### src/hdl/lbb_pkg.sv
// ----------------------------------------------------------------------------
// lbb_pkg
// Shared types and codes of the lru block buffer: command and result beats,
// operation codes and error codes.
// ----------------------------------------------------------------------------
package lbb_pkg;

  localparam int ENTRIES    = 16;
  localparam int SLOT_BITS  = $clog2(ENTRIES);
  localparam int FILE_BITS  = 8;
  localparam int BLOCK_BITS = 24;
  localparam int OP_BITS    = 3;
  localparam int ERR_BITS   = 2;
  localparam int CFG_BITS   = 5;

  localparam logic [OP_BITS-1:0] OP_READ   = 3'd0;
  localparam logic [OP_BITS-1:0] OP_PIN    = 3'd1;
  localparam logic [OP_BITS-1:0] OP_WRITE  = 3'd2;
  localparam logic [OP_BITS-1:0] OP_STATUS = 3'd3;
  localparam logic [OP_BITS-1:0] OP_FLUSH  = 3'd4;
  localparam logic [OP_BITS-1:0] OP_DELETE = 3'd5;

  localparam logic [ERR_BITS-1:0] ERR_OK           = 2'd0;
  localparam logic [ERR_BITS-1:0] ERR_ALL_PINNED   = 2'd1;
  localparam logic [ERR_BITS-1:0] ERR_NOT_BUFFERED = 2'd2;

  localparam logic [CFG_BITS-1:0] CFG_RESET = CFG_BITS'(ENTRIES);

  typedef struct packed {
    logic [OP_BITS-1:0]    op;
    logic [FILE_BITS-1:0]  file_id;
    logic [BLOCK_BITS-1:0] block_number;
  } cmd_t;

  typedef struct packed {
    logic                  hit;
    logic [SLOT_BITS-1:0]  slot;
    logic                  need_load;
    logic                  out_valid;
    logic [FILE_BITS-1:0]  out_file;
    logic [BLOCK_BITS-1:0] out_block;
    logic                  pinned;
    logic [ERR_BITS-1:0]   error;
    logic                  last;
  } result_t;

endpackage

### src/hdl/lru_block_buffer_with_pins.sv
// ----------------------------------------------------------------------------
// lru_block_buffer_with_pins
// Fully associative tag store of buffered blocks with lru order and pin
// marks. One tag compare unit walks the slots one per cycle under a small
// sequencer; results leave through a one-beat holding register.
// ----------------------------------------------------------------------------
//  channel   handshake              payload     notes
//  command   start & !busy          cmd         op, file_id, block_number
//  result    result_valid (strobe)  result      one cycle per beat, no stall
//  config    cfg_valid & cfg_ready  cfg_data    entries_in_use, ready always
//
//  read, pin, status, write back: a scan of every slot, then one result beat.
//  flush: a walk over the slots in rank order, beats spread over that walk.
//  delete file: a full scan per emitted entry, then a final empty scan.
//  the slot walk through the single tag compare paces each of these.
//  synchronous reset clears valid bits, pin marks and sets ranks to slot order.
//  results are strobed for one cycle; the receiver cannot stall them.
// ----------------------------------------------------------------------------
module lru_block_buffer_with_pins
  import lbb_pkg::*;
(
  input  logic                clk,
  input  logic                rst,
  input  logic                start,
  output logic                busy,
  input  cmd_t                cmd,
  output logic                result_valid,
  output result_t             result,
  input  logic                cfg_valid,
  output logic                cfg_ready,
  input  logic [CFG_BITS-1:0] cfg_data
);

  typedef enum logic [4:0] {
    ST_IDLE  = 5'b00001,
    ST_SCAN  = 5'b00010,
    ST_DONE  = 5'b00100,
    ST_FLUSH = 5'b01000,
    ST_FIN   = 5'b10000
  } state_t;

  state_t state;

  logic [FILE_BITS-1:0]  tag_file  [ENTRIES];
  logic [BLOCK_BITS-1:0] tag_block [ENTRIES];
  logic [ENTRIES-1:0]    valid;
  logic [ENTRIES-1:0]    pin;
  logic [SLOT_BITS-1:0]  rank      [ENTRIES];
  logic [CFG_BITS-1:0]   entries_in_use;

  cmd_t                  cmd_q;
  logic [SLOT_BITS-1:0]  idx;

  logic                  hit_found;
  logic [SLOT_BITS-1:0]  hit_slot;
  logic                  free_found;
  logic [SLOT_BITS-1:0]  free_slot;
  logic                  vict_found;
  logic [SLOT_BITS-1:0]  vict_slot;
  logic [SLOT_BITS-1:0]  vict_rank;
  logic [FILE_BITS-1:0]  vict_file;
  logic [BLOCK_BITS-1:0] vict_block;
  logic                  min_found;
  logic [SLOT_BITS-1:0]  min_slot;
  logic [BLOCK_BITS-1:0] min_block;

  result_t               pend;
  logic                  pend_valid;

  logic [CFG_BITS-1:0]   lim;
  logic                  in_lim;
  logic [SLOT_BITS-1:0]  flush_slot;
  logic [SLOT_BITS-1:0]  rd_addr;
  logic [FILE_BITS-1:0]  rd_file;
  logic [BLOCK_BITS-1:0] rd_block;
  logic                  file_eq;
  logic                  match;
  logic                  smaller;
  logic                  new_min;
  logic                  new_vict;
  logic [SLOT_BITS-1:0]  recent_slot;
  logic                  recent_en;
  logic [SLOT_BITS-1:0]  fill_slot;
  logic                  fill_en;
  logic                  fill_evict;
  result_t               done_res;
  result_t               zero_res;
  result_t               walk_res;
  result_t               del_res;
  result_t               fin_res;
  result_t               result_next;
  logic                  result_valid_next;

  assign busy      = (state != ST_IDLE);
  assign cfg_ready = 1'b1;

  always_comb begin
    if (entries_in_use == '0) begin
      lim = CFG_BITS'(1);
    end else if (entries_in_use > CFG_BITS'(ENTRIES)) begin
      lim = CFG_BITS'(ENTRIES);
    end else begin
      lim = entries_in_use;
    end
  end

  assign in_lim = (CFG_BITS'(idx) < lim);

  // slot holding rank idx during the flush walk
  always_comb begin
    flush_slot = '0;
    for (int k = 0; k < ENTRIES; k++) begin
      if (rank[k] == idx) begin
        flush_slot = SLOT_BITS'(k);
      end
    end
  end

  // single tag read port and the shared compare unit
  assign rd_addr  = (state == ST_FLUSH) ? flush_slot : idx;
  assign rd_file  = tag_file[rd_addr];
  assign rd_block = tag_block[rd_addr];
  assign file_eq  = valid[idx] && (rd_file == cmd_q.file_id);
  assign match    = file_eq && (rd_block == cmd_q.block_number);
  assign smaller  = (rd_block < min_block);
  assign new_min  = file_eq && (!min_found || smaller);
  assign new_vict = in_lim && !pin[idx] && (!vict_found || rank[idx] < vict_rank);

  assign zero_res = '0;

  always_comb begin
    walk_res           = '0;
    walk_res.slot      = flush_slot;
    walk_res.out_valid = 1'b1;
    walk_res.out_file  = rd_file;
    walk_res.out_block = rd_block;
    walk_res.pinned    = pin[flush_slot];
  end

  always_comb begin
    del_res           = zero_res;
    del_res.slot      = min_slot;
    del_res.out_valid = 1'b1;
    del_res.out_file  = cmd_q.file_id;
    del_res.out_block = min_block;
    del_res.pinned    = pin[min_slot];
  end

  // final beat of a walk, or the empty beat
  always_comb begin
    fin_res      = pend_valid ? pend : zero_res;
    fin_res.last = 1'b1;
  end

  // single-result outcome of read, pin, status and write back
  always_comb begin
    done_res      = '0;
    done_res.last = 1'b1;
    recent_en     = 1'b0;
    recent_slot   = hit_slot;
    fill_en       = 1'b0;
    fill_evict    = 1'b0;
    fill_slot     = free_slot;
    case (cmd_q.op)
      OP_READ: begin
        if (hit_found) begin
          done_res.hit    = 1'b1;
          done_res.slot   = hit_slot;
          done_res.pinned = pin[hit_slot];
          recent_en       = 1'b1;
        end else if (free_found || vict_found) begin
          fill_en    = 1'b1;
          fill_evict = !free_found;
          fill_slot  = free_found ? free_slot : vict_slot;
          recent_en   = 1'b1;
          recent_slot = fill_slot;
          done_res.slot      = fill_slot;
          done_res.need_load = 1'b1;
          if (!free_found) begin
            done_res.out_valid = 1'b1;
            done_res.out_file  = vict_file;
            done_res.out_block = vict_block;
          end
        end else begin
          done_res.error = ERR_ALL_PINNED;
        end
      end
      OP_PIN, OP_STATUS: begin
        if (hit_found) begin
          done_res.hit    = 1'b1;
          done_res.slot   = hit_slot;
          done_res.pinned = (cmd_q.op == OP_PIN) ? 1'b1 : pin[hit_slot];
        end else begin
          done_res.error = ERR_NOT_BUFFERED;
        end
      end
      OP_WRITE: begin
        done_res.out_valid = 1'b1;
        done_res.out_file  = cmd_q.file_id;
        done_res.out_block = cmd_q.block_number;
        if (hit_found) begin
          done_res.hit    = 1'b1;
          done_res.slot   = hit_slot;
          done_res.pinned = pin[hit_slot];
        end
      end
      default: begin
        done_res = done_res;
      end
    endcase
  end

  // result beat leaving at the next edge
  always_comb begin
    result_valid_next = 1'b0;
    result_next       = fin_res;
    case (state)
      ST_IDLE: begin
        result_valid_next = start && !(cmd.op inside {OP_READ, OP_PIN, OP_WRITE,
                                                      OP_STATUS, OP_FLUSH, OP_DELETE});
      end
      ST_DONE: begin
        if (cmd_q.op == OP_DELETE) begin
          result_valid_next = min_found && pend_valid;
          result_next       = pend;
        end else begin
          result_valid_next = 1'b1;
          result_next       = done_res;
        end
      end
      ST_FLUSH: begin
        result_valid_next = valid[flush_slot] && pend_valid;
        result_next       = pend;
      end
      ST_FIN: begin
        result_valid_next = 1'b1;
      end
      default: begin
        result_valid_next = 1'b0;
      end
    endcase
  end

  always_ff @(posedge clk) begin
    if (rst) begin
      state          <= ST_IDLE;
      valid          <= '0;
      pin            <= '0;
      entries_in_use <= CFG_RESET;
      result_valid   <= 1'b0;
      pend_valid     <= 1'b0;
      idx            <= '0;
      for (int j = 0; j < ENTRIES; j++) begin
        rank[j] <= SLOT_BITS'(j);
      end
    end else begin
      result_valid <= result_valid_next;
      if (result_valid_next) begin
        result <= result_next;
      end
      if (cfg_valid && cfg_ready) begin
        entries_in_use <= cfg_data;
      end
      case (state)
        ST_IDLE: begin
          if (start) begin
            cmd_q      <= cmd;
            idx        <= '0;
            hit_found  <= 1'b0;
            free_found <= 1'b0;
            vict_found <= 1'b0;
            min_found  <= 1'b0;
            pend_valid <= 1'b0;
            if (cmd.op inside {OP_READ, OP_PIN, OP_WRITE, OP_STATUS, OP_DELETE}) begin
              state <= ST_SCAN;
            end else if (cmd.op == OP_FLUSH) begin
              state <= ST_FLUSH;
            end
          end
        end
        ST_SCAN: begin
          if (match && !hit_found) begin
            hit_found <= 1'b1;
            hit_slot  <= idx;
          end
          if (in_lim && !valid[idx] && !free_found) begin
            free_found <= 1'b1;
            free_slot  <= idx;
          end
          if (new_vict) begin
            vict_found <= 1'b1;
            vict_slot  <= idx;
            vict_rank  <= rank[idx];
            vict_file  <= rd_file;
            vict_block <= rd_block;
          end
          if (new_min) begin
            min_found <= 1'b1;
            min_slot  <= idx;
            min_block <= rd_block;
          end
          if (idx == SLOT_BITS'(ENTRIES - 1)) begin
            state <= ST_DONE;
          end else begin
            idx <= idx + 1'b1;
          end
        end
        ST_DONE: begin
          if (cmd_q.op == OP_DELETE) begin
            if (min_found) begin
              pend            <= del_res;
              pend_valid      <= 1'b1;
              valid[min_slot] <= 1'b0;
              pin[min_slot]   <= 1'b0;
              min_found <= 1'b0;
              idx       <= '0;
              state     <= ST_SCAN;
            end else begin
              state <= ST_FIN;
            end
          end else begin
            state <= ST_IDLE;
            if (recent_en) begin
              for (int j = 0; j < ENTRIES; j++) begin
                if (rank[j] > rank[recent_slot]) begin
                  rank[j] <= rank[j] - 1'b1;
                end
              end
              rank[recent_slot] <= SLOT_BITS'(ENTRIES - 1);
            end
            if (fill_en) begin
              tag_file[fill_slot]  <= cmd_q.file_id;
              tag_block[fill_slot] <= cmd_q.block_number;
              valid[fill_slot]     <= 1'b1;
              pin[fill_slot]       <= 1'b0;
            end
            if (cmd_q.op == OP_PIN && hit_found) begin
              pin[hit_slot] <= 1'b1;
            end
            if (cmd_q.op == OP_WRITE && hit_found) begin
              valid[hit_slot] <= 1'b0;
              pin[hit_slot]   <= 1'b0;
            end
          end
        end
        ST_FLUSH: begin
          if (valid[flush_slot]) begin
            pend       <= walk_res;
            pend_valid <= 1'b1;
          end
          if (idx == SLOT_BITS'(ENTRIES - 1)) begin
            state <= ST_FIN;
          end else begin
            idx <= idx + 1'b1;
          end
        end
        ST_FIN: begin
          if (cmd_q.op == OP_FLUSH) begin
            valid <= '0;
            pin   <= '0;
          end
          pend_valid <= 1'b0;
          state      <= ST_IDLE;
        end
        default: begin
          state <= ST_IDLE;
        end
      endcase
    end
  end

endmodule
### config.mk
export PLATFORM = sky130hd
export DESIGN_NAME = lru_block_buffer_with_pins
export DESIGN_NICKNAME = d
export VERILOG_FILES = /design/src/hdl/lbb_pkg.sv /design/src/hdl/lru_block_buffer_with_pins.sv
export SDC_FILE = /design/constraint.sdc
export NUM_CORES = 2
export LEC_CHECK = 0
export BUFFER_PORTS_ARGS = -buffer_cell sky130_fd_sc_hd__buf_2
export CAP_MARGIN = 10
export CORE_ASPECT_RATIO = 0.5
export CORE_UTILIZATION = 46
export DETAILED_ROUTE_END_ITERATION = 12
export SLEW_MARGIN = 30
export SYNTH_ARGS = -nofsm -noshare
export SYNTH_HDL_FRONTEND = slang
export SYNTH_SLANG_ARGS = --single-unit
### constraint.sdc
create_clock -name clk -period 10.15 [get_ports clk]
set_input_delay 0.5075 -clock clk [delete_from_list [all_inputs] [get_ports clk]]
set_output_delay 0.5075 -clock clk [all_outputs]
set_load 0.01 [all_outputs]
==> flow_metrics.py <==
metrics = {
    "critical_path": {
        "critPathRequiredTime_ns": 10.50,
        "path_cells": "buf_4, xnor2_1, nand4_1, a41oi_2, a211o_1, buf_4, nand2_4, buf_4, a221oi_1, o21ai_0, and4_1, o21ai_0, inv_1, ha_1, nand4_1, nor2_1, a211oi_1, nor2_1, o41ai_1, and3b_1, buf_4",
        "regToRegSetupSlack_ns": 2.13,
        "rr_worst_depth": 21,
        "worst_path_largest_cell_delay_ns": 0.85,
        "cp.arrival_ns": 8.37,
        "worst_setup_path_start_kind": "flip-flop",
        "cpMaxStageDelayCell": "sky130_fd_sc_hd__o41ai_1",
        "cp_common_cell": "sky130_fd_sc_hd__buf_4",
        "cp-end-kind": "flip-flop",
        "worst_r2r_startpoint": "idx[3]",
        "critPathMaxFanout": 42,
        "critPathKind": "flip-flop to flip-flop",
        "r2r-end": "min_block[10]",
    },
    "cts": {
        "insertion_delay_ns": 0.68,
        "tritoncts_num_sinks": 823,
        "tritoncts.num_buffers": 77,
        "cts_resized": 0,
        "post_cts.repair.setup_buffers": 0,
        "cts_buffer_depth": 3,
        "clkSlewWorstSetupHoldPaths_ns": 0.07,
        "ctsHtreeMaxLevel": 3,
        "cts-hold-fix-buffers": 32,
        "cell_chosen_for_the_clock_root": "sky130_fd_sc_hd__clkbuf_16",
        "cts_tree": "done",
    },
    "pwr": {
        "pwr-share-seq_pct": 47.2,
        "comb_power_share_pct": 16.5,
        "p_leak_nw": 14.89,
        "maximum_vdd_ir_drop_mv": 0.1343,
        "power_density_of_the_placed_cells_mw_per_mm2": 184.9,
        "net-switching-power_mw": 2.352,
        "clockPowerShare_pct": 36.3,
        "internal_dissipation_mw": 5.888,
        "p_sw_share_pct": 28.54,
    },
    "sta": {
        "min_period_ns": 8.022,
        "rsz0062_at_grt": "false",
        "final_worst_path_period_share_pct": 79.04,
        "slew_headroom_pct": 35.49,
        "final-max-slew-violation-count": 0,
        "finalHoldViolCount": 0,
        "post_route_setup_slack_ns": 2.128,
        "tns_ns": 0,
        "fmax_mhz": 124.7,
        "clock-skew-final_ns": 0.02588,
        "setup_viol": 0,
        "worstMarginPinSlew_ns": 0.9634,
    },
    "yosys": {
        "synth-seq-cells": 823,
        "async_flop_share_pct": 0,
        "mean_syn_cell_area_um2": 12.06,
        "post-synth-top-count-cell": "sky130_fd_sc_hd__edfxtp_1",
        "ys_seq_area_share_pct": 59.47,
        "ys_top_cells_by_count": "sky130_fd_sc_hd__edfxtp_1 (707), sky130_fd_sc_hd__nand2_1 (414), sky130_fd_sc_hd__o21ai_0 (197), sky130_fd_sc_hd__nor2_1 (165), sky130_fd_sc_hd__xnor2_1 (126)",
        "post_synth_instance_area_mm2": 0.03960,
        "postSynthNetCount": 3437,
        "postSynthCellCount": 3283,
        "synth_enable_flop_cells": 707,
        "synth_largest_type_area_fraction_pct": 53.61,
        "synth-main-ff-cell": "sky130_fd_sc_hd__edfxtp_1",
        "synth.top_cells.by_area": "sky130_fd_sc_hd__edfxtp_1 (54%), sky130_fd_sc_hd__dfxtp_1 (5.9%), sky130_fd_sc_hd__nand2_1 (3.9%), sky130_fd_sc_hd__ha_1 (3.5%), sky130_fd_sc_hd__mux2i_1 (3.0%)",
        "yosys_warnings": 0,
        "synth_cell_types": 90,
        "synth_largest_area_cell": "sky130_fd_sc_hd__edfxtp_1",
    },
    "min_path": {
        "hp-class": "input port to flip-flop",
        "worst_hold_path.endpoint": "cmd_q[32]",
        "worstHoldPathCells": 1,
        "worst_hold_startpoint": "cmd[32]",
    },
    "die": {
        "io_pins": 90,
        "standard_cell_core_area_mm2": 0.08455,
        "die_height_um": 209.5,
        "floorplan.rows": 75,
        "initial_core_util_pct": 46.84,
        "die_x_um": 417.0,
        "die-area_mm2": 0.08734,
    },
    "final_layout": {
        "finish.cell_count_without_fillers": 4623,
        "finalNetCount": 3560,
        "fillers": 7186,
        "synthToLayoutAreaGrowth_pct": 12.53,
        "share_of_layout_cells_above_drive_strength_1_pct": 12.63,
    },
    "place": {
        "gp_congestion": 0.9391,
        "dp_hpwl_um": 79740,
        "io_buffer_count": 88,
        "dp.cells": 4450,
        "dpl_worst_slack_ns": 2.304,
    },
    "drt": {
        "detail_route.iter0.violations": 3831,
        "vias": 29070,
        "detail_route.first_pass.iterations": 6,
        "route.antenna.remaining_nets": 0,
        "routed_via_density": 6.288,
        "avgRoutedWirePerCell_um": 27.59,
        "wirelength_um": 127500,
        "drc": 0,
    },
    "global_route": {
        "grt_pass1_vias": 27630,
        "grtUsageTotal_pct": 29.07,
        "grt_remaining_overflow": 0,
        "grt_antenna_before_repair": 2,
        "grt_max_degree": 106,
        "grt_pass1_wl_um": 187000,
    },
    "job": {
        "maxCapViolations": 0,
    },
    "run_status": {
        "status": "complete, no violations",
    },
}
## area by class of cell
type / count / area (um^2) / area share [%]
tap: 1155 / 1445 / 3.243
timing repair buffer: 229 / 1592 / 3.571
inverter: 98 / 367.9 / 0.8254
multi-input combinational: 2177 / 15070 / 33.82
clock inverter: 47 / 495.5 / 1.112
sequential: 823 / 23560 / 52.87
clock buffer: 93 / 2029 / 4.554
antenna: 1 / 2.502 / 0.005615
## power groups by stage
stage	clock [mW]	combinational (mW)	sequential (mW)
after floorplan	0	0.821	3.96
after global placement	0	1.31	3.96
after detailed placement	0	1.32	3.96
after CTS	3.03	1.34	3.89
after global routing	3.15	1.44	3.89
final	2.99	1.36	3.89
## through the flow
stage / hold slack [ns] / total power, mW / util, % / instance area [um^2]
floorplan: 0.4547 / 4.777 / - / 39600
global placement: 0.4773 / 5.265 / 49.32 / 41700
CTS: 0.02503 / 8.250 / 52.70 / 44560
finish: 0.05369 / 8.239 / 52.71 / 44570
detailed placement: 0.4796 / 5.283 / 49.33 / 41710
global route: 0.02086 / 8.489 / 52.71 / 44560
## state kept, by name, indices dropped and copies added (netlist names), 5 cells and up, named ones only
name            cells
cmd_q              35
entries_in_use      5
min_block          24
pend               37
pin                16
rank               64
result             43
state               5
tag_block         384
tag_file          128
valid              16
vict_block         24
vict_file           8
## worst max-delay path, delay by kind of cell, from the launching register on
kind	cells	cell delay (ns)
compound gates	7	2.69
xor+xnor	1	0.18
fa+ha+maj	1	0.33
buf+inv	5	1.80
flops	1	0.63
simple gates	7	1.99
## layout by cell type, fill, tap and decap left out, types with 20 or more instances in the layout
cell,n
sky130_fd_sc_hd__nor4_1,25
sky130_fd_sc_hd__o211ai_1,66
sky130_fd_sc_hd__o21ai_0,197
sky130_fd_sc_hd__nor2b_1,29
sky130_fd_sc_hd__inv_1,97
sky130_fd_sc_hd__nand2_1,412
sky130_fd_sc_hd__dlygate4sd3_1,32
sky130_fd_sc_hd__buf_2,88
sky130_fd_sc_hd__a221oi_1,31
sky130_fd_sc_hd__nand3_1,86
sky130_fd_sc_hd__and3_1,30
sky130_fd_sc_hd__a21oi_1,109
sky130_fd_sc_hd__nor2_1,149
sky130_fd_sc_hd__nor3_1,43
sky130_fd_sc_hd__a211oi_1,49
sky130_fd_sc_hd__a22oi_1,66
sky130_fd_sc_hd__buf_4,108
sky130_fd_sc_hd__nand2b_1,22
sky130_fd_sc_hd__xnor2_1,126
sky130_fd_sc_hd__mux4_2,42
sky130_fd_sc_hd__and4_1,21
sky130_fd_sc_hd__a21o_1,24
sky130_fd_sc_hd__mux2i_1,119
sky130_fd_sc_hd__ha_1,110
sky130_fd_sc_hd__dfxtp_1,112
sky130_fd_sc_hd__clkbuf_16,79
sky130_fd_sc_hd__a32oi_1,32
sky130_fd_sc_hd__a31oi_1,20
sky130_fd_sc_hd__edfxtp_1,707
sky130_fd_sc_hd__nand4_1,50
sky130_fd_sc_hd__or3_1,20
sky130_fd_sc_hd__o21a_1,40
## cells by family (layout without fill, tap and decap cells)
family                   count (synthesis)  in the layout  synth area share, %
XOR/XNOR                               134            134                2.963
flip-flops                             823            823                59.47
adder cells (fa/ha/maj)                110            110                3.475
AO/OA/AOI/OAI                          793            793                13.72
multiplexers                           171            171                5.680
buffers and inverters                  283            467                3.124
AND/OR/NAND/NOR                        968            968                11.55
other                                    1              2             0.009469
## worst max path at each step
stage	startpoint	end	slack [ns]	cells past startpoint
6_report	idx[3]	min_block[10]	2.13	21
3_5_place_dp	idx[1]	min_slot[1]	2.30	20
4_1_cts	idx[1]	min_block[10]	2.25	21
2_1_floorplan	idx[1]	result[0]	3.69	15
3_3_place_gp	idx[3]	min_slot[1]	2.37	22
5_1_grt	idx[3]	min_slot[3]	1.70	22
## metal layers
layer / vias up / GRT usage (%) / share of wire (%)
met4: 0 / 8.101 / 2.7
met5: - / 0 / 0
li1: 12790 / - / -
met3: 222 / 5.919 / 9.3
met1: 14570 / 41.29 / 43
met2: 1489 / 45.34 / 45
Power figures use the tool's default switching activity.
